==> config.mk <==
export PLATFORM = sky130hd
export DESIGN_NAME = seven_segment_number_renderer_unit
export DESIGN_NICKNAME = d
export VERILOG_FILES = /design/src/ssnr_pkg.sv /design/src/ssnr_front.sv /design/src/ssnr_queue.sv /design/src/ssnr_back.sv /design/src/seven_segment_number_renderer_unit.sv
export SDC_FILE = /design/constraint.sdc
export NUM_CORES = 1
export LEC_CHECK = 0
export ABC_CLOCK_PERIOD_IN_PS = 7000
export CORE_ASPECT_RATIO = 0.9
export CORE_MARGIN = 10
export CORE_UTILIZATION = 55
export DETAILED_ROUTE_END_ITERATION = 6
export DONT_BUFFER_PORTS = 1
export PLACE_DENSITY = 0.69
export SLEW_MARGIN = 20
export SYNTH_ARGS = -nofsm -noshare
export SYNTH_HDL_FRONTEND = slang
export SYNTH_HIERARCHICAL = 1
export SYNTH_SLANG_ARGS = --single-unit
==> constraint.sdc <==
create_clock -name clk_i -period 7 [get_ports clk_i]
set_input_delay 0.35 -clock clk_i [delete_from_list [all_inputs] [get_ports clk_i]]
set_output_delay 0.35 -clock clk_i [all_outputs]
set_load 0.005 [all_outputs]
==> src/ssnr_pkg.sv <==
`default_nettype none
// ----------------------------------------------------------------------------
// ssnr_pkg
// Shared types, constants and the segment table of the number renderer.
// ----------------------------------------------------------------------------
package ssnr_pkg;

  localparam int unsigned NumDigits = 3;
  localparam int unsigned MaxValue  = 10 ** NumDigits - 1;
  localparam int unsigned ValW      = $clog2(MaxValue + 1);
  localparam int unsigned DigIdxW   = (NumDigits > 1) ? $clog2(NumDigits) : 1;
  localparam int unsigned CntW      = $clog2(NumDigits + 1);
  localparam int unsigned QueueDepth = 2;
  localparam int unsigned QPtrW     = $clog2(QueueDepth);
  localparam int unsigned QCntW     = $clog2(QueueDepth + 1);
  localparam logic [15:0] DivTenMul = 16'hCCCD;
  localparam int unsigned DivTenShift = 19;
  localparam int unsigned NumSegs   = 7;

  localparam logic [2:0] SegTop   = 3'd0;
  localparam logic [2:0] SegUpL   = 3'd1;
  localparam logic [2:0] SegUpR   = 3'd2;
  localparam logic [2:0] SegMid   = 3'd3;
  localparam logic [2:0] SegLowL  = 3'd4;
  localparam logic [2:0] SegLowR  = 3'd5;
  localparam logic [2:0] SegBot   = 3'd6;

  typedef enum logic [2:0] {
    CfgScreenWidth = 3'd0,
    CfgDigitWidth  = 3'd1,
    CfgDigitHeight = 3'd2,
    CfgThickness   = 3'd3,
    CfgSpacing     = 3'd4,
    CfgBandTop     = 3'd5,
    CfgBgColor     = 3'd6,
    CfgDigitColor  = 3'd7
  } cfg_idx_e;

  typedef struct packed {
    logic [12:0] screen_width;
    logic [7:0]  digit_width;
    logic [7:0]  digit_height;
    logic [5:0]  segment_thickness;
    logic [7:0]  digit_spacing;
    logic [11:0] band_top;
    logic [15:0] background_color;
    logic [15:0] digit_color;
  } cfg_t;

  typedef struct packed {
    logic [NumDigits-1:0][3:0] digits;
    logic [CntW-1:0]           ndig;
    logic [15:0]               x_start;
  } job_t;

  typedef struct packed {
    logic [15:0] left;
    logic [15:0] top;
    logic [15:0] right;
    logic [15:0] bottom;
    logic [15:0] color;
    logic        last;
  } rect_t;

  typedef enum logic [1:0] {
    FrontIdle,
    FrontDiv,
    FrontPush
  } front_state_e;

  typedef enum logic [1:0] {
    BackIdle,
    BackClear,
    BackDigit
  } back_state_e;

  function automatic logic [NumSegs-1:0] seg_of(input logic [3:0] d);
    logic [NumSegs-1:0] s;
    case (d)
      4'd0:    s = 7'h77;
      4'd1:    s = 7'h24;
      4'd2:    s = 7'h5D;
      4'd3:    s = 7'h6D;
      4'd4:    s = 7'h2E;
      4'd5:    s = 7'h6B;
      4'd6:    s = 7'h7B;
      4'd7:    s = 7'h25;
      4'd8:    s = 7'h7F;
      4'd9:    s = 7'h6F;
      default: s = 7'h00;
    endcase
    return s;
  endfunction

endpackage
`default_nettype wire

==> src/ssnr_front.sv <==
`default_nettype none
// ----------------------------------------------------------------------------
// ssnr_front
// Accepts values, clamps and filters repeats, splits into decimal digits and
// queues a render job with digit count and group start x.
// ----------------------------------------------------------------------------
module ssnr_front (
  input  wire logic          clk_i,
  input  wire logic          rst_ni,
  input  wire ssnr_pkg::cfg_t cfg_i,
  input  wire logic          in_valid_i,
  output logic               in_ready_o,
  input  wire logic [15:0]   in_value_i,
  output logic               push_o,
  input  wire logic          push_ready_i,
  output ssnr_pkg::job_t     job_o
);

  ssnr_pkg::front_state_e state_q, state_d;
  logic [15:0] shown_q, shown_d;
  logic [ssnr_pkg::ValW-1:0] rem_q, rem_d;
  logic [ssnr_pkg::NumDigits-1:0][3:0] digits_q, digits_d;
  logic [ssnr_pkg::DigIdxW-1:0] cnt_q, cnt_d;

  logic [15:0] clamped;
  logic [ssnr_pkg::ValW+15:0] prod;
  logic [ssnr_pkg::ValW-1:0] quot;
  logic [ssnr_pkg::ValW-1:0] quot_x10;
  logic [ssnr_pkg::ValW-1:0] digit_full;
  logic [ssnr_pkg::CntW-1:0] ndig;
  logic [15:0] n16;
  logic [15:0] total;

  always_ff @(posedge clk_i or negedge rst_ni) begin
    if (!rst_ni) begin
      state_q <= ssnr_pkg::FrontIdle;
      shown_q <= 16'hFFFF;
      cnt_q   <= '0;
    end else begin
      state_q <= state_d;
      shown_q <= shown_d;
      cnt_q   <= cnt_d;
    end
  end

  always_ff @(posedge clk_i) begin
    rem_q    <= rem_d;
    digits_q <= digits_d;
  end

  assign clamped = (in_value_i > 16'(ssnr_pkg::MaxValue)) ?
                   16'(ssnr_pkg::MaxValue) : in_value_i;

  assign prod     = {16'b0, rem_q} * {{ssnr_pkg::ValW{1'b0}}, ssnr_pkg::DivTenMul};
  assign quot     = ssnr_pkg::ValW'(prod[ssnr_pkg::ValW+15:ssnr_pkg::DivTenShift]);
  assign quot_x10 = (quot << 3) + (quot << 1);
  assign digit_full = rem_q - quot_x10;

  always_comb begin
    logic found;
    found = 1'b0;
    ndig  = ssnr_pkg::CntW'(1);
    for (int i = ssnr_pkg::NumDigits - 1; i >= 1; i--) begin
      if (!found && digits_q[i] != 4'd0) begin
        found = 1'b1;
        ndig  = ssnr_pkg::CntW'(i + 1);
      end
    end
  end

  assign n16   = 16'(ndig);
  assign total = n16 * {8'b0, cfg_i.digit_width} + (n16 - 16'd1) * {8'b0, cfg_i.digit_spacing};

  assign job_o.digits  = digits_q;
  assign job_o.ndig    = ndig;
  assign job_o.x_start = ({3'b0, cfg_i.screen_width} - total) >> 1;

  always_comb begin
    state_d    = state_q;
    shown_d    = shown_q;
    rem_d      = rem_q;
    digits_d   = digits_q;
    cnt_d      = cnt_q;
    in_ready_o = 1'b0;
    push_o     = 1'b0;
    case (state_q)
      ssnr_pkg::FrontIdle: begin
        in_ready_o = 1'b1;
        if (in_valid_i && clamped != shown_q) begin
          shown_d = clamped;
          rem_d   = ssnr_pkg::ValW'(clamped);
          cnt_d   = '0;
          state_d = ssnr_pkg::FrontDiv;
        end
      end
      ssnr_pkg::FrontDiv: begin
        digits_d[cnt_q] = digit_full[3:0];
        rem_d = quot;
        if (cnt_q == ssnr_pkg::DigIdxW'(ssnr_pkg::NumDigits - 1)) begin
          state_d = ssnr_pkg::FrontPush;
        end else begin
          cnt_d = cnt_q + 1'b1;
        end
      end
      ssnr_pkg::FrontPush: begin
        push_o = 1'b1;
        if (push_ready_i) begin
          state_d = ssnr_pkg::FrontIdle;
        end
      end
      default: state_d = ssnr_pkg::FrontIdle;
    endcase
  end

endmodule
`default_nettype wire

==> src/ssnr_queue.sv <==
`default_nettype none
// ----------------------------------------------------------------------------
// ssnr_queue
// Short job queue between the front and back parts.
// ----------------------------------------------------------------------------
module ssnr_queue (
  input  wire logic           clk_i,
  input  wire logic           rst_ni,
  input  wire logic           push_i,
  output logic                push_ready_o,
  input  wire ssnr_pkg::job_t push_job_i,
  output logic                pop_valid_o,
  input  wire logic           pop_i,
  output ssnr_pkg::job_t      pop_job_o
);

  ssnr_pkg::job_t mem_q [ssnr_pkg::QueueDepth];
  logic [ssnr_pkg::QPtrW-1:0] wr_q, rd_q;
  logic [ssnr_pkg::QCntW-1:0] cnt_q;
  logic do_push, do_pop;

  assign push_ready_o = cnt_q != ssnr_pkg::QCntW'(ssnr_pkg::QueueDepth);
  assign pop_valid_o  = cnt_q != '0;
  assign do_push      = push_i && push_ready_o;
  assign do_pop       = pop_i && pop_valid_o;
  assign pop_job_o    = mem_q[rd_q];

  always_ff @(posedge clk_i or negedge rst_ni) begin
    if (!rst_ni) begin
      wr_q  <= '0;
      rd_q  <= '0;
      cnt_q <= '0;
    end else begin
      if (do_push) begin
        wr_q <= wr_q + 1'b1;
      end
      if (do_pop) begin
        rd_q <= rd_q + 1'b1;
      end
      case ({do_push, do_pop})
        2'b10:   cnt_q <= cnt_q + 1'b1;
        2'b01:   cnt_q <= cnt_q - 1'b1;
        default: cnt_q <= cnt_q;
      endcase
    end
  end

  always_ff @(posedge clk_i) begin
    if (do_push) begin
      mem_q[wr_q] <= push_job_i;
    end
  end

endmodule
`default_nettype wire

==> src/ssnr_back.sv <==
`default_nettype none
// ----------------------------------------------------------------------------
// ssnr_back
// Takes render jobs and issues the band clear and one rectangle per lit
// segment through a registered output stage.
// ----------------------------------------------------------------------------
module ssnr_back (
  input  wire logic           clk_i,
  input  wire logic           rst_ni,
  input  wire ssnr_pkg::cfg_t cfg_i,
  input  wire logic           job_valid_i,
  output logic                job_pop_o,
  input  wire ssnr_pkg::job_t job_i,
  output logic                out_valid_o,
  input  wire logic           out_ready_i,
  output ssnr_pkg::rect_t     out_rect_o
);

  ssnr_pkg::back_state_e state_q, state_d;
  logic [ssnr_pkg::NumDigits-1:0][3:0] digits_q, digits_d;
  logic [ssnr_pkg::CntW-1:0] didx_q, didx_d;
  logic [15:0] dx_q, dx_d;
  logic [ssnr_pkg::NumSegs-1:0] mask_q, mask_d;
  logic out_valid_q, out_valid_d;
  ssnr_pkg::rect_t out_q, out_d;

  logic advance;
  logic [2:0] seg;
  logic [ssnr_pkg::NumSegs-1:0] mask_rest;
  logic [15:0] dy, w, h, t, half, mt, dw_t, mid_top, mid_bot, low_top, low_bot;
  ssnr_pkg::rect_t seg_rect, clear_rect;
  logic [3:0] next_digit;

  assign advance     = !out_valid_q || out_ready_i;
  assign out_valid_o = out_valid_q;
  assign out_rect_o  = out_q;

  always_ff @(posedge clk_i or negedge rst_ni) begin
    if (!rst_ni) begin
      state_q     <= ssnr_pkg::BackIdle;
      out_valid_q <= 1'b0;
    end else begin
      state_q     <= state_d;
      out_valid_q <= out_valid_d;
    end
  end

  always_ff @(posedge clk_i) begin
    digits_q <= digits_d;
    didx_q   <= didx_d;
    dx_q     <= dx_d;
    mask_q   <= mask_d;
    out_q    <= out_d;
  end

  always_comb begin
    seg = ssnr_pkg::SegBot;
    for (int i = ssnr_pkg::NumSegs - 1; i >= 0; i--) begin
      if (mask_q[i]) begin
        seg = 3'(i);
      end
    end
  end

  assign mask_rest = mask_q & (mask_q - 1'b1);

  assign dy      = {4'b0, cfg_i.band_top};
  assign w       = {8'b0, cfg_i.digit_width};
  assign h       = {8'b0, cfg_i.digit_height};
  assign t       = {10'b0, cfg_i.segment_thickness};
  assign half    = h >> 1;
  assign mt      = t >> 1;
  assign dw_t    = dx_q + w - t;
  assign mid_top = dy + half - mt;
  assign mid_bot = dy + half + mt - 16'd1;
  assign low_top = dy + half + mt + 16'd1;
  assign low_bot = dy + h - t - 16'd2;

  always_comb begin
    seg_rect.color = cfg_i.digit_color;
    seg_rect.last  = (didx_q == ssnr_pkg::CntW'(1)) && (mask_rest == '0);
    case (seg)
      ssnr_pkg::SegTop: begin
        seg_rect.left   = dx_q + t;
        seg_rect.top    = dy;
        seg_rect.right  = dw_t - 16'd1;
        seg_rect.bottom = dy + t - 16'd1;
      end
      ssnr_pkg::SegUpL: begin
        seg_rect.left   = dx_q;
        seg_rect.top    = dy + t + 16'd1;
        seg_rect.right  = dx_q + t - 16'd1;
        seg_rect.bottom = mid_top - 16'd2;
      end
      ssnr_pkg::SegUpR: begin
        seg_rect.left   = dw_t;
        seg_rect.top    = dy + t + 16'd1;
        seg_rect.right  = dx_q + w - 16'd1;
        seg_rect.bottom = mid_top - 16'd2;
      end
      ssnr_pkg::SegMid: begin
        seg_rect.left   = dx_q + t;
        seg_rect.top    = mid_top;
        seg_rect.right  = dw_t - 16'd1;
        seg_rect.bottom = mid_bot;
      end
      ssnr_pkg::SegLowL: begin
        seg_rect.left   = dx_q;
        seg_rect.top    = low_top;
        seg_rect.right  = dx_q + t - 16'd1;
        seg_rect.bottom = low_bot;
      end
      ssnr_pkg::SegLowR: begin
        seg_rect.left   = dw_t;
        seg_rect.top    = low_top;
        seg_rect.right  = dx_q + w - 16'd1;
        seg_rect.bottom = low_bot;
      end
      default: begin
        seg_rect.left   = dx_q + t;
        seg_rect.top    = dy + h - t;
        seg_rect.right  = dw_t - 16'd1;
        seg_rect.bottom = dy + h - 16'd1;
      end
    endcase
  end

  assign clear_rect.left   = 16'd0;
  assign clear_rect.top    = dy;
  assign clear_rect.right  = {3'b0, cfg_i.screen_width} - 16'd1;
  assign clear_rect.bottom = dy + h - 16'd1;
  assign clear_rect.color  = cfg_i.background_color;
  assign clear_rect.last   = 1'b0;

  // didx_q counts digits left; next_digit is the digit at didx_q-2, drawn after the current one
  always_comb begin
    next_digit = 4'd0;
    for (int i = 0; i < ssnr_pkg::NumDigits; i++) begin
      if (didx_q == ssnr_pkg::CntW'(i + 2)) begin
        next_digit = digits_q[i];
      end
    end
  end

  always_comb begin
    state_d     = state_q;
    digits_d    = digits_q;
    didx_d      = didx_q;
    dx_d        = dx_q;
    mask_d      = mask_q;
    out_d       = out_q;
    out_valid_d = out_valid_q && !out_ready_i;
    job_pop_o   = 1'b0;
    case (state_q)
      ssnr_pkg::BackIdle: begin
        if (job_valid_i) begin
          job_pop_o = 1'b1;
          digits_d  = job_i.digits;
          didx_d    = job_i.ndig;
          dx_d      = job_i.x_start;
          state_d   = ssnr_pkg::BackClear;
        end
      end
      ssnr_pkg::BackClear: begin
        if (advance) begin
          out_d       = clear_rect;
          out_valid_d = 1'b1;
          mask_d      = ssnr_pkg::seg_of(digits_q[didx_q - 1'b1]);
          state_d     = ssnr_pkg::BackDigit;
        end
      end
      ssnr_pkg::BackDigit: begin
        if (advance) begin
          out_d       = seg_rect;
          out_valid_d = 1'b1;
          mask_d      = mask_rest;
          if (mask_rest == '0) begin
            if (didx_q == ssnr_pkg::CntW'(1)) begin
              state_d = ssnr_pkg::BackIdle;
            end else begin
              didx_d = didx_q - 1'b1;
              dx_d   = dx_q + w + {8'b0, cfg_i.digit_spacing};
              mask_d = ssnr_pkg::seg_of(next_digit);
            end
          end
        end
      end
      default: state_d = ssnr_pkg::BackIdle;
    endcase
  end

endmodule
`default_nettype wire

==> src/seven_segment_number_renderer_unit.sv <==
`default_nettype none
// ----------------------------------------------------------------------------
// seven_segment_number_renderer_unit
// Turns a numeric value into fill-rectangle commands for a seven-segment
// readout: one band clear, then one rectangle per lit segment.
// ----------------------------------------------------------------------------
// A value is taken when the front end is free; it is clamped to the largest
// shown value and dropped at once if it matches the value last accepted. A
// new value passes once per decimal digit through the shared divide by ten
// unit, then its job is queued; the front takes no new value until the queue
// accepts that job. The back end issues one rectangle per cycle while the
// sink does not stall (band clear plus each lit segment, at most 22) through
// a registered output; it pops each job in its idle state before the band
// clear. The last rectangle of an update carries tlast.
module seven_segment_number_renderer_unit (
  input  wire logic        clk_i,
  input  wire logic        rst_ni,
  input  wire logic        cfg_we_i,
  input  wire logic [2:0]  cfg_addr_i,
  input  wire logic [15:0] cfg_wdata_i,
  input  wire logic        s_axis_tvalid_i,
  output logic             s_axis_tready_o,
  input  wire logic [15:0] s_axis_tdata_i,   // value_in
  output logic             m_axis_tvalid_o,
  input  wire logic        m_axis_tready_i,
  // rect_left, rect_top, rect_right, rect_bottom, fill_color
  output logic [79:0]      m_axis_tdata_o,
  output logic             m_axis_tlast_o
);

  ssnr_pkg::cfg_t cfg_q;
  ssnr_pkg::job_t front_job, queue_job;
  ssnr_pkg::rect_t rect;
  logic push, push_ready, job_valid, job_pop;

  always_ff @(posedge clk_i or negedge rst_ni) begin
    if (!rst_ni) begin
      cfg_q.screen_width      <= 13'd240;
      cfg_q.digit_width       <= 8'd50;
      cfg_q.digit_height      <= 8'd80;
      cfg_q.segment_thickness <= 6'd8;
      cfg_q.digit_spacing     <= 8'd6;
      cfg_q.band_top          <= 12'd35;
      cfg_q.background_color  <= 16'h0000;
      cfg_q.digit_color       <= 16'hF800;
    end else if (cfg_we_i) begin
      case (cfg_addr_i)
        ssnr_pkg::CfgScreenWidth: cfg_q.screen_width      <= cfg_wdata_i[12:0];
        ssnr_pkg::CfgDigitWidth:  cfg_q.digit_width       <= cfg_wdata_i[7:0];
        ssnr_pkg::CfgDigitHeight: cfg_q.digit_height      <= cfg_wdata_i[7:0];
        ssnr_pkg::CfgThickness:   cfg_q.segment_thickness <= cfg_wdata_i[5:0];
        ssnr_pkg::CfgSpacing:     cfg_q.digit_spacing     <= cfg_wdata_i[7:0];
        ssnr_pkg::CfgBandTop:     cfg_q.band_top          <= cfg_wdata_i[11:0];
        ssnr_pkg::CfgBgColor:     cfg_q.background_color  <= cfg_wdata_i;
        ssnr_pkg::CfgDigitColor:  cfg_q.digit_color       <= cfg_wdata_i;
        default:                  cfg_q <= cfg_q;
      endcase
    end
  end

  ssnr_front u_front (
    .clk_i        (clk_i),
    .rst_ni       (rst_ni),
    .cfg_i        (cfg_q),
    .in_valid_i   (s_axis_tvalid_i),
    .in_ready_o   (s_axis_tready_o),
    .in_value_i   (s_axis_tdata_i),
    .push_o       (push),
    .push_ready_i (push_ready),
    .job_o        (front_job)
  );

  ssnr_queue u_queue (
    .clk_i        (clk_i),
    .rst_ni       (rst_ni),
    .push_i       (push),
    .push_ready_o (push_ready),
    .push_job_i   (front_job),
    .pop_valid_o  (job_valid),
    .pop_i        (job_pop),
    .pop_job_o    (queue_job)
  );

  ssnr_back u_back (
    .clk_i       (clk_i),
    .rst_ni      (rst_ni),
    .cfg_i       (cfg_q),
    .job_valid_i (job_valid),
    .job_pop_o   (job_pop),
    .job_i       (queue_job),
    .out_valid_o (m_axis_tvalid_o),
    .out_ready_i (m_axis_tready_i),
    .out_rect_o  (rect)
  );

  assign m_axis_tdata_o = {rect.color, rect.bottom, rect.right, rect.top, rect.left};
  assign m_axis_tlast_o = rect.last;

endmodule
`default_nettype wire

Word-level counts from Yosys, hierarchy flattened --
Memory sizes are Yosys's and may differ from the RTL's. Index checks and enable logic that the tools add are counted. Widths: inputs -> output; s select.
Storage, ports and cells: memories 3, bits in registers 254, bits of input ports 40, memory bits (read-only) 224, logic and storage cells 212, memory bits (writable) 58
Memory list:
- (no name shown) | depth 16, width 7, rd ports 1, clocked after memory_dff 0, wr ports 0, RTL line ssnr_pkg.sv:79 | case (d)
- (no name shown) | depth 16, width 7, rd ports 1, clocked after memory_dff 0, wr ports 0, RTL line ssnr_pkg.sv:79
- u_queue.mem_q | depth 2, width 29, rd ports 1, clocked after memory_dff 0, wr ports 1, RTL line ssnr_queue.sv:17 | ssnr_pkg::job_t mem_q [ssnr_pkg::QueueDepth];
Operators by class: add/sub/neg operators 33, $mul 3, reductions and logical operators 41, magnitude comparators 4, equal/unequal tests 34, bitwise logic cells 1, multiplexer cells 61
Operator list (number):
- $pmux 64 s6 | 1
- $mux 81 | 2
- $pmux 81 s2 | 1
- $sub 16x1->16 const B | 6
- $mux 16 | 5
- $mux 2 | 18
- $add 16x1->16 const B | 2
- $add 16x8->16 | 2
- $pmux 16 s2 | 1
- $sub 16x2->16 const B | 2
- $sub 16x6->16 | 2
- $mux 7 | 4
- $mul 10x16->26 const B | 1
- $reduce_and 2->1 | 11
- $mux 4 | 5
- $pmux 10 s2 | 1
- $eq 3x3->1 const B | 6
- $add 16x16->16 | 1
- $add 16x5->16 | 1
- $add 16x6->16 | 1
- $gt 16x10->1 const B | 1
- $mul 16x8->16 | 1
- $ne 16x16->1 | 1
- $sub 13x16->16 | 1
- 42 further kinds | 100

Logic depth before layout (Yosys ltp) --
Gate-level depths: netlist (run 1).
depth in word-level cells 10, mapped depth 26

Hierarchy --
Netlist (run 1), hierarchy kept.
Modules (own cells, without submodules):
- ssnr_back | times used 1, cells each 1581, area an instance 13633.1 sq um
- ssnr_front | times used 1, cells each 632, area an instance 6045.8 sq um
- seven_segment_number_renderer_unit | times used 1, cells each 193, area an instance 3415.8 sq um
- ssnr_queue | times used 1, cells each 110, area an instance 2357.3 sq um

Least setup slack after synthesis (run 1) --
Ideal clock, no wire load.
kind reg-to-reg, start point register u_front.digits_q (netlist bit u_front/job_o[29]), end point memory u_queue/mem_q[0][14] (netlist bit), data pin, data required time 6872 ps, clock period less this slack 5836 ps, slack 1164 ps, setup time 128 ps, cell stages (with the launch flop) 25, data arrival time 5708 ps, path buffers 3, cells stage by stage edfxtp_1 > or4_1 > clkbuf_1 > nor2_1 > clkbuf_1 > nor2b_1 > ha_1 > a21o_1 > a21oi_1 > o21bai_1 > a21oi_1 > o21bai_1 > a21oi_1 > xor2_1 > ha_1 > fa_1 > inv_1 > fa_1 > ha_1 > and2_1 > a31o_2 > a211o_1 > and4_1 > nor3_1 > buf_4
RTL lines:
- from (decl) | RTL line ssnr_front.sv:22 | logic [ssnr_pkg::NumDigits-1:0][3:0] digits_q, digits_d;
- from (signal assigned) | RTL line ssnr_front.sv:48 | digits_q <= digits_d;
- to (decl) | RTL line ssnr_queue.sv:17

==> results of run 1 <==
-- timing repair --
| item | CTS | global route |
|---|---|---|
| endpoints found under the hold margin | 208 | 0 |
| setup buffers | 0 | 0 |
| hold buffers | 23 | 0 |
-- cell usage in the layout, fill, tap and decap left out, types with 39 or more instances in the layout --
| cell type | Yosys | final |
|---|---|---|
| a21oi_1 | 120 | 119 |
| clkbuf_16 | 0 | 39 |
| dfrtp_1 | 78 | 78 |
| edfxtp_1 | 200 | 200 |
| fa_1 | 66 | 66 |
| ha_1 | 208 | 207 |
| inv_1 | 185 | 185 |
| mux2_2 | 143 | 143 |
| nand2_1 | 170 | 170 |
| nand3_1 | 57 | 57 |
| nor2_1 | 164 | 163 |
| nor3_1 | 57 | 57 |
| o21ai_0 | 96 | 96 |
| xnor2_1 | 154 | 154 |
| xor2_1 | 81 | 81 |
-- worst max-delay path, delay by kind of cell, from the launching register on --
kind	cells	cell delay [ns]
buffers and inverters	1	0.07
AOI/OAI and AO/OA	6	1.08
and+or+nand+nor	9	2.48
DFF	1	0.41
adders and majority gates	6	2.19
-- layer usage --
| layer | wire (um) | part of all wire |
|---|---|---|
| met3 | 6020 | 0.087 |
| met4 | 1460 | 0.021 |
| met1 | 31800 | 0.46 |
| met5 | 40 | 0.00058 |
| met2 | 29900 | 0.43 |
-- state kept, by name, summed over array words and instances (netlist names), 7 cells and up --
register           flops
u_queue/mem_q         60
cfg_q                 87
u_back/out_rect_o     81
u_front/shown_q       16
u_back/mask_q          7
u_front/job_o         12
u_back/dx_q           16
u_back/digits_q       12
u_front/rem_q         10
-- metrics by stage --
step | std cells | utilization
finish | 3157 | 0.603
global route | 3157 | 0.603
CTS | 3157 | 0.603
detailed placement | 3068 | 0.572
global placement | 3068 | 0.571
floorplan | 2528 | -
-- Yosys cell counts, types with 21 or more instances --
master	instances
a21o_1	23
a21oi_1	120
and2_1	28
and3_1	23
clkbuf_1	56
dfrtp_1	78
dfstp_2	36
edfxtp_1	200
fa_1	66
ha_1	208
inv_1	185
mux2_2	143
nand2_1	170
nand2b_1	26
nand3_1	57
nor2_1	164
nor2b_1	33
nor3_1	57
nor4_1	25
o211ai_1	21
o21a_1	29
o21ai_0	96
o22ai_1	33
xnor2_1	154
xor2_1	81
-- cell type report --
type	instances	area, um^2
clock inverters	15	108
inverters	186	698
repair buffers	47	428
multi-input cells	1936	15500
flip-flops and latches	314	8900
fillers	3802	18100
clock buffers	51	1060
well taps	608	761
-- logic make-up (layout without fill, tap and decap cells) --
group / after synthesis / count (layout) / share of synthesized area
AOI/OAI and AO/OA: 543 / 543 / 0.147
adders and majority gates: 276 / 276 / 0.155
muxes: 169 / 169 / 0.0756
other: 2 / 14 / 0.000295
xor gates and xnor gates: 240 / 240 / 0.0843
and+or+nand+nor: 694 / 694 / 0.143
buffers and inverters: 278 / 299 / 0.0453
DFF: 314 / 314 / 0.350
-- worst paths after layout --
kind                                              from                              to  slack (ns)  depth (start not counted)
max                        u_front/job_o[29]$_DFFE_PP_  u_queue/mem_q[1][13]$_DFFE_PP_        0.56                         22
min                                  s_axis_tdata_i[9]  u_front/rem_q[9]$_SDFFCE_PP0P_        0.05                          2
max reg2reg                u_front/job_o[29]$_DFFE_PP_  u_queue/mem_q[1][13]$_DFFE_PP_        0.56                         22
min reg2reg                u_front/job_o[21]$_DFFE_PP_  u_queue/mem_q[0][21]$_DFFE_PP_        0.45                          0
max in group asynchronous                       rst_ni           cfg_q[63]$_DFFE_PN0P_        6.12                          2
min in group asynchronous                       rst_ni           cfg_q[30]$_DFFE_PN0P_        0.33                          2
==> metrics, run 1 <==
Total Wirelength 69200 um; DP HPWL 53100 um; Setup-failing EPs final 0; Starting Density 0.559; largest cells by area after synthesis edfxtp_1 24%, ha_1 10%, dfrtp_1 7.7%; first-pass GRT wire length 109000 um; CTS sink cnt 314; DRT Pass-1 Iters 5; Fin Hold WS 0.0512 ns; Rows 74; Max Cap Viol 0; Root Driver clkbuf_16; Final Net Count 2835; synthesized cell area 25500 um^2; # diodes 0; Die X-Extent 247 um; worst hold path class primary input to flop; CP Class flop to flop; #FFs+latches synth 314; placed cell areas 26000 um^2; layout cells sized above 1 0.133; Setup crit start kind flop; clk_lat worst skew 0.58 ns; CP cell instances or4_1, nand2b_1, and2_1, ha_1, fa_1, a21oi_1, nor2_1, nor2_1, o21bai_1, a21oi_1, nand2b_1, a21oi_1, ha_1, inv_1, fa_1, fa_1, ha_1, and2_1, a31o_2, a211o_1, and4_1, nor3_1; pin count of the biggest net entering global routing 115; met1 Track Usage GR 0.351; post-synth top area share 0.236; Slew Limit Fails 0; Worst Path Arrival 6.78 ns; initial antenna violation count 4; Worst-path clk slew 0.06 ns; Slew headroom 0.206; Final Cycle Share 0.921; Cell variety after synth 115; Synthesis Warnings 6; die area 55300 um^2; CP required 7.33 ns; DR iter-0 viols 1913; Boundary Pins 123; cts bufs inserted 36; busiest grt layer met2; vias in the first global route 19334; CP endpoint kind flop; Post-synth EDFFs 200; Overflow after GRT 0; PortBufs 0; FMAX 155 MHz; WL per Instance 21.9 um; worst slack, placed 0.619 ns; biggest cell delay along the critical path 0.73 ns; post_cts resized 0; post-route cell area 27500 um^2; RSZ-0062 raised after global routing false; All-Layer GR Usage 0.247; P&R area growth vs syn 7.89%; Avg Vias per Cell 6.24; GR Layer Usage met3 0.0556; Placeable Area 45600 um^2; shortest period the worst path allows 6.44 ns; H-tree levels 2; Post-DRT Antenna Nets 0; slowest CP cell or4_1; Die Height 224 um; met2 usage 0.371; Seq/Total Area, Yosys 0.350; measured slew at the worst slew-check pin 1.17 ns; Clock Skews 0.0291 ns; status finished, final reports clean; CTS tree built; Fin. Hold Viols 0; cell taking the most area after synthesis edfxtp_1; setup TNS 0 ns; ys flop type edfxtp_1; Remaining DRCs 0; Syn Area/Cell 10.1 um^2; Synth Instances 2516; gp weighted congestion 0.933; Worst Path Max Fanout 10; asr flop ratio synth 0.363; clock tree buffer depth 3; worst setup margin 0.555 ns; Via Count 19693
Power of run 1 is left out: the tool's default activity adds up to more than one toggle a clock period on the data nets, which glitch-free logic cannot reach.
==> run 2: changes to the inputs <==
ABC_CLOCK_PERIOD_IN_PS = 8100   (was 7000)
CTS_BUF_LIST = sky130_fd_sc_hd__clkbuf_8   (was not set)
CTS_CLUSTER_SIZE = 24   (was not set)
clock period = 8.1 ns   (was 7 ns; I/O delays follow)
==> run 2 against run 1 <==
Net effect:
- via count is 0.64% lower
- design area hardly changed
- critical endpoint unchanged
- critical path type unchanged
- sequential cell count stayed put
- global-route usage is 0.19 points lower
- hold slack better by 0.011 ns
- die area stayed put
- wire length is 0.62% lower
- critical path depth stayed put
- first-iteration DRC count is 9.0% lower
- largest cell class unchanged
==> metrics, run 2 (same netlist as run 1, synthesis figures left out) <==
Worst-path clk slew 0.07 ns (about the same); Fin. Hold Viols 0 (unchanged); Setup-failing EPs final 0 (unchanged); first-pass GRT wire length 108000 um (-0.81%); CP Class flop to flop; area of the multi-input gates 15500 um^2 (unchanged); Clock Skews 0.0397 ns (+0.0106 ns); shortest period the worst path allows 6.48 ns (+0.0302 ns); Die Height 224 um (unchanged); biggest cell delay along the critical path 0.74 ns (about the same); cts bufs inserted 52 (+44%); Fillers 3815 (+0.34%); DR iter-0 viols 1741 (-9.0%); worst hold path class primary input to flop; status finished, final reports clean; Post-DRT Antenna Nets 0 (unchanged); Avg Vias per Cell 6.13 (-1.7%); Remaining DRCs 0 (unchanged); max reg flops 87 (unchanged); clk_lat worst skew 0.65 ns (+0.07 ns); RSZ-0062 raised after global routing false; post-route cell area 27500 um^2 (about the same); initial antenna violation count 2 (-2); FMAX 154 MHz (-0.47%); Via Count 19567 (-0.64%); pin count of the biggest net entering global routing 115 (unchanged); vias in the first global route 19242 (-0.48%); Final Cycle Share 0.799 (-0.121); DP HPWL 53000 um (-0.12%); Die X-Extent 247 um (unchanged); CTS tree built; Slew headroom 0.205 (-0.000537); PortBufs 0 (unchanged); setup TNS 0 ns (unchanged); H-tree levels 2 (unchanged); post_cts resized 0 (unchanged); measured slew at the worst slew-check pin 1.17 ns (+0.000793 ns); Rows 74 (unchanged); clock tree buffer depth 3 (unchanged); slowest CP cell or4_1; CTS sink cnt 314 (unchanged); die area 55300 um^2 (unchanged); layout cells sized above 1 0.139 (+0.00633); # diodes 0 (unchanged); worst setup margin 1.62 ns (+1.07 ns); number of setup buffers added after CTS 0 (unchanged); All-Layer GR Usage 0.245 (-0.00193); Placeable Area 45600 um^2 (unchanged); worst slack, placed 1.70 ns (+1.08 ns); Slew Limit Fails 0 (unchanged); Setup crit start kind flop; Bufs and invs on worst path 1 (unchanged); WL per Instance 21.5 um (-1.7%); Starting Density 0.559 (unchanged); placed cell areas 26000 um^2 (about the same); CP cell instances or4_1, nand2b_1, and2_1, ha_1, fa_1, a21oi_1, nor2_1, nor2_1, o21bai_1, a21oi_1, nand2b_1, a21oi_1, ha_1, inv_1, fa_1, fa_1, ha_1, and2_1, a31o_2, a211o_1, and4_1, nor3_1; placed cells 3069 (+0.033%); Root Driver clkbuf_8; most frequent cells in the layout 207 x inv_1, 207 x ha_1, 200 x edfxtp_1; Max Cap Viol 0 (unchanged); Final Non-Filler Cells 3192 (+1.1%); P&R area growth vs syn 7.85% (about the same); DRT Pass-1 Iters 6 (+1); gp weighted congestion 0.922 (-1.1%); CP endpoint kind flop; Worst Path Arrival 6.87 ns (+0.09 ns); Final Net Count 2854 (+0.67%); Overflow after GRT 0 (unchanged); Total Wirelength 68800 um (-0.62%); Reg with most FFs cfg_q; CP required 8.49 ns (+1.16 ns); storage element area 8900 um^2 (unchanged); Worst Path Max Fanout 10 (unchanged); Boundary Pins 123 (unchanged); Crit path max-delay family simple AND/OR/NAND/NOR gates
==> run 2: cell count changes in the layout (fill, tap and decap cells not counted), sizes merged <==
cell and delta:
clkbuf +11, clkinv -4, buf +1, inv +22
clkinvlp -1, bufinv +4, dlygate4sd3 +2
==> run 2: what timing repair did <==
| item | CTS | global route |
|---|---|---|
| endpoints found under the hold margin | 213 | 0 |
| setup endpoints to repair | 0 | 0 |
| hold buffers | 25 | 0 |
==> run 2: layout make-up <==
cell class                      count  share of cell area
Inverter                          186              0.0254
Clock inverter                     36              0.0101
Clock buffer                       62              0.0311
Tap cell                          608              0.0277
Timing Repair Buffer               50              0.0166
Multi-Input combinational cell   1936               0.565
Sequential cell                   314               0.324
==> run 2: worst paths after layout <==
path / from / end / slack (ns) / cells after the start
setup / recovery: u_front/job_o[29]$_DFFE_PP_ / u_queue/mem_q[1][13]$_DFFE_PP_ / 1.62 / 22
hold / removal: s_axis_tdata_i[6] / u_front/rem_q[6]$_DFFE_PP_ / 0.06 / 2
setup reg to reg: u_front/job_o[29]$_DFFE_PP_ / u_queue/mem_q[1][13]$_DFFE_PP_ / 1.62 / 22
hold reg to reg: u_front/job_o[19]$_DFFE_PP_ / u_queue/mem_q[0][19]$_DFFE_PP_ / 0.45 / 0
max in group asynchronous: rst_ni / cfg_q[64]$_DFFE_PN1P_ / 7.24 / 2
min in group asynchronous: rst_ni / cfg_q[5]$_DFFE_PN0P_ / 0.38 / 2
==> run 2: routing by layer <==
layer / track usage / share of wire
met3: 0.0493 / 0.083
met2: 0.370 / 0.43
met4: 0.0522 / 0.017
met5: 0 / 0.00032
met1: 0.356 / 0.47
==> run 2: through the flow <==
stage,hold slack (ns),util
final,0.0621,0.603
after global routing,0.0390,0.603
after CTS,0.00778,0.602
after detailed placement,0.114,0.572
after global placement,0.114,0.572
after floorplan,0.109,-
==> run 2: worst reg2reg max path, stage by stage, from the launching register on <==
cell	delay, ns
edfxtp_1	0.40
or4_1	0.74
nand2b_1	0.36
and2_1	0.25
ha_1	0.21
fa_1	0.46
a21oi_1	0.14
nor2_1	0.05
nor2_1	0.17
o21bai_1	0.10
a21oi_1	0.22
nand2b_1	0.14
a21oi_1	0.07
ha_1	0.27
inv_1	0.08
fa_1	0.42
fa_1	0.45
ha_1	0.36
and2_1	0.20
a31o_2	0.25
a211o_1	0.30
and4_1	0.18
nor3_1	0.42
Power of run 2 is left out for the same reason.
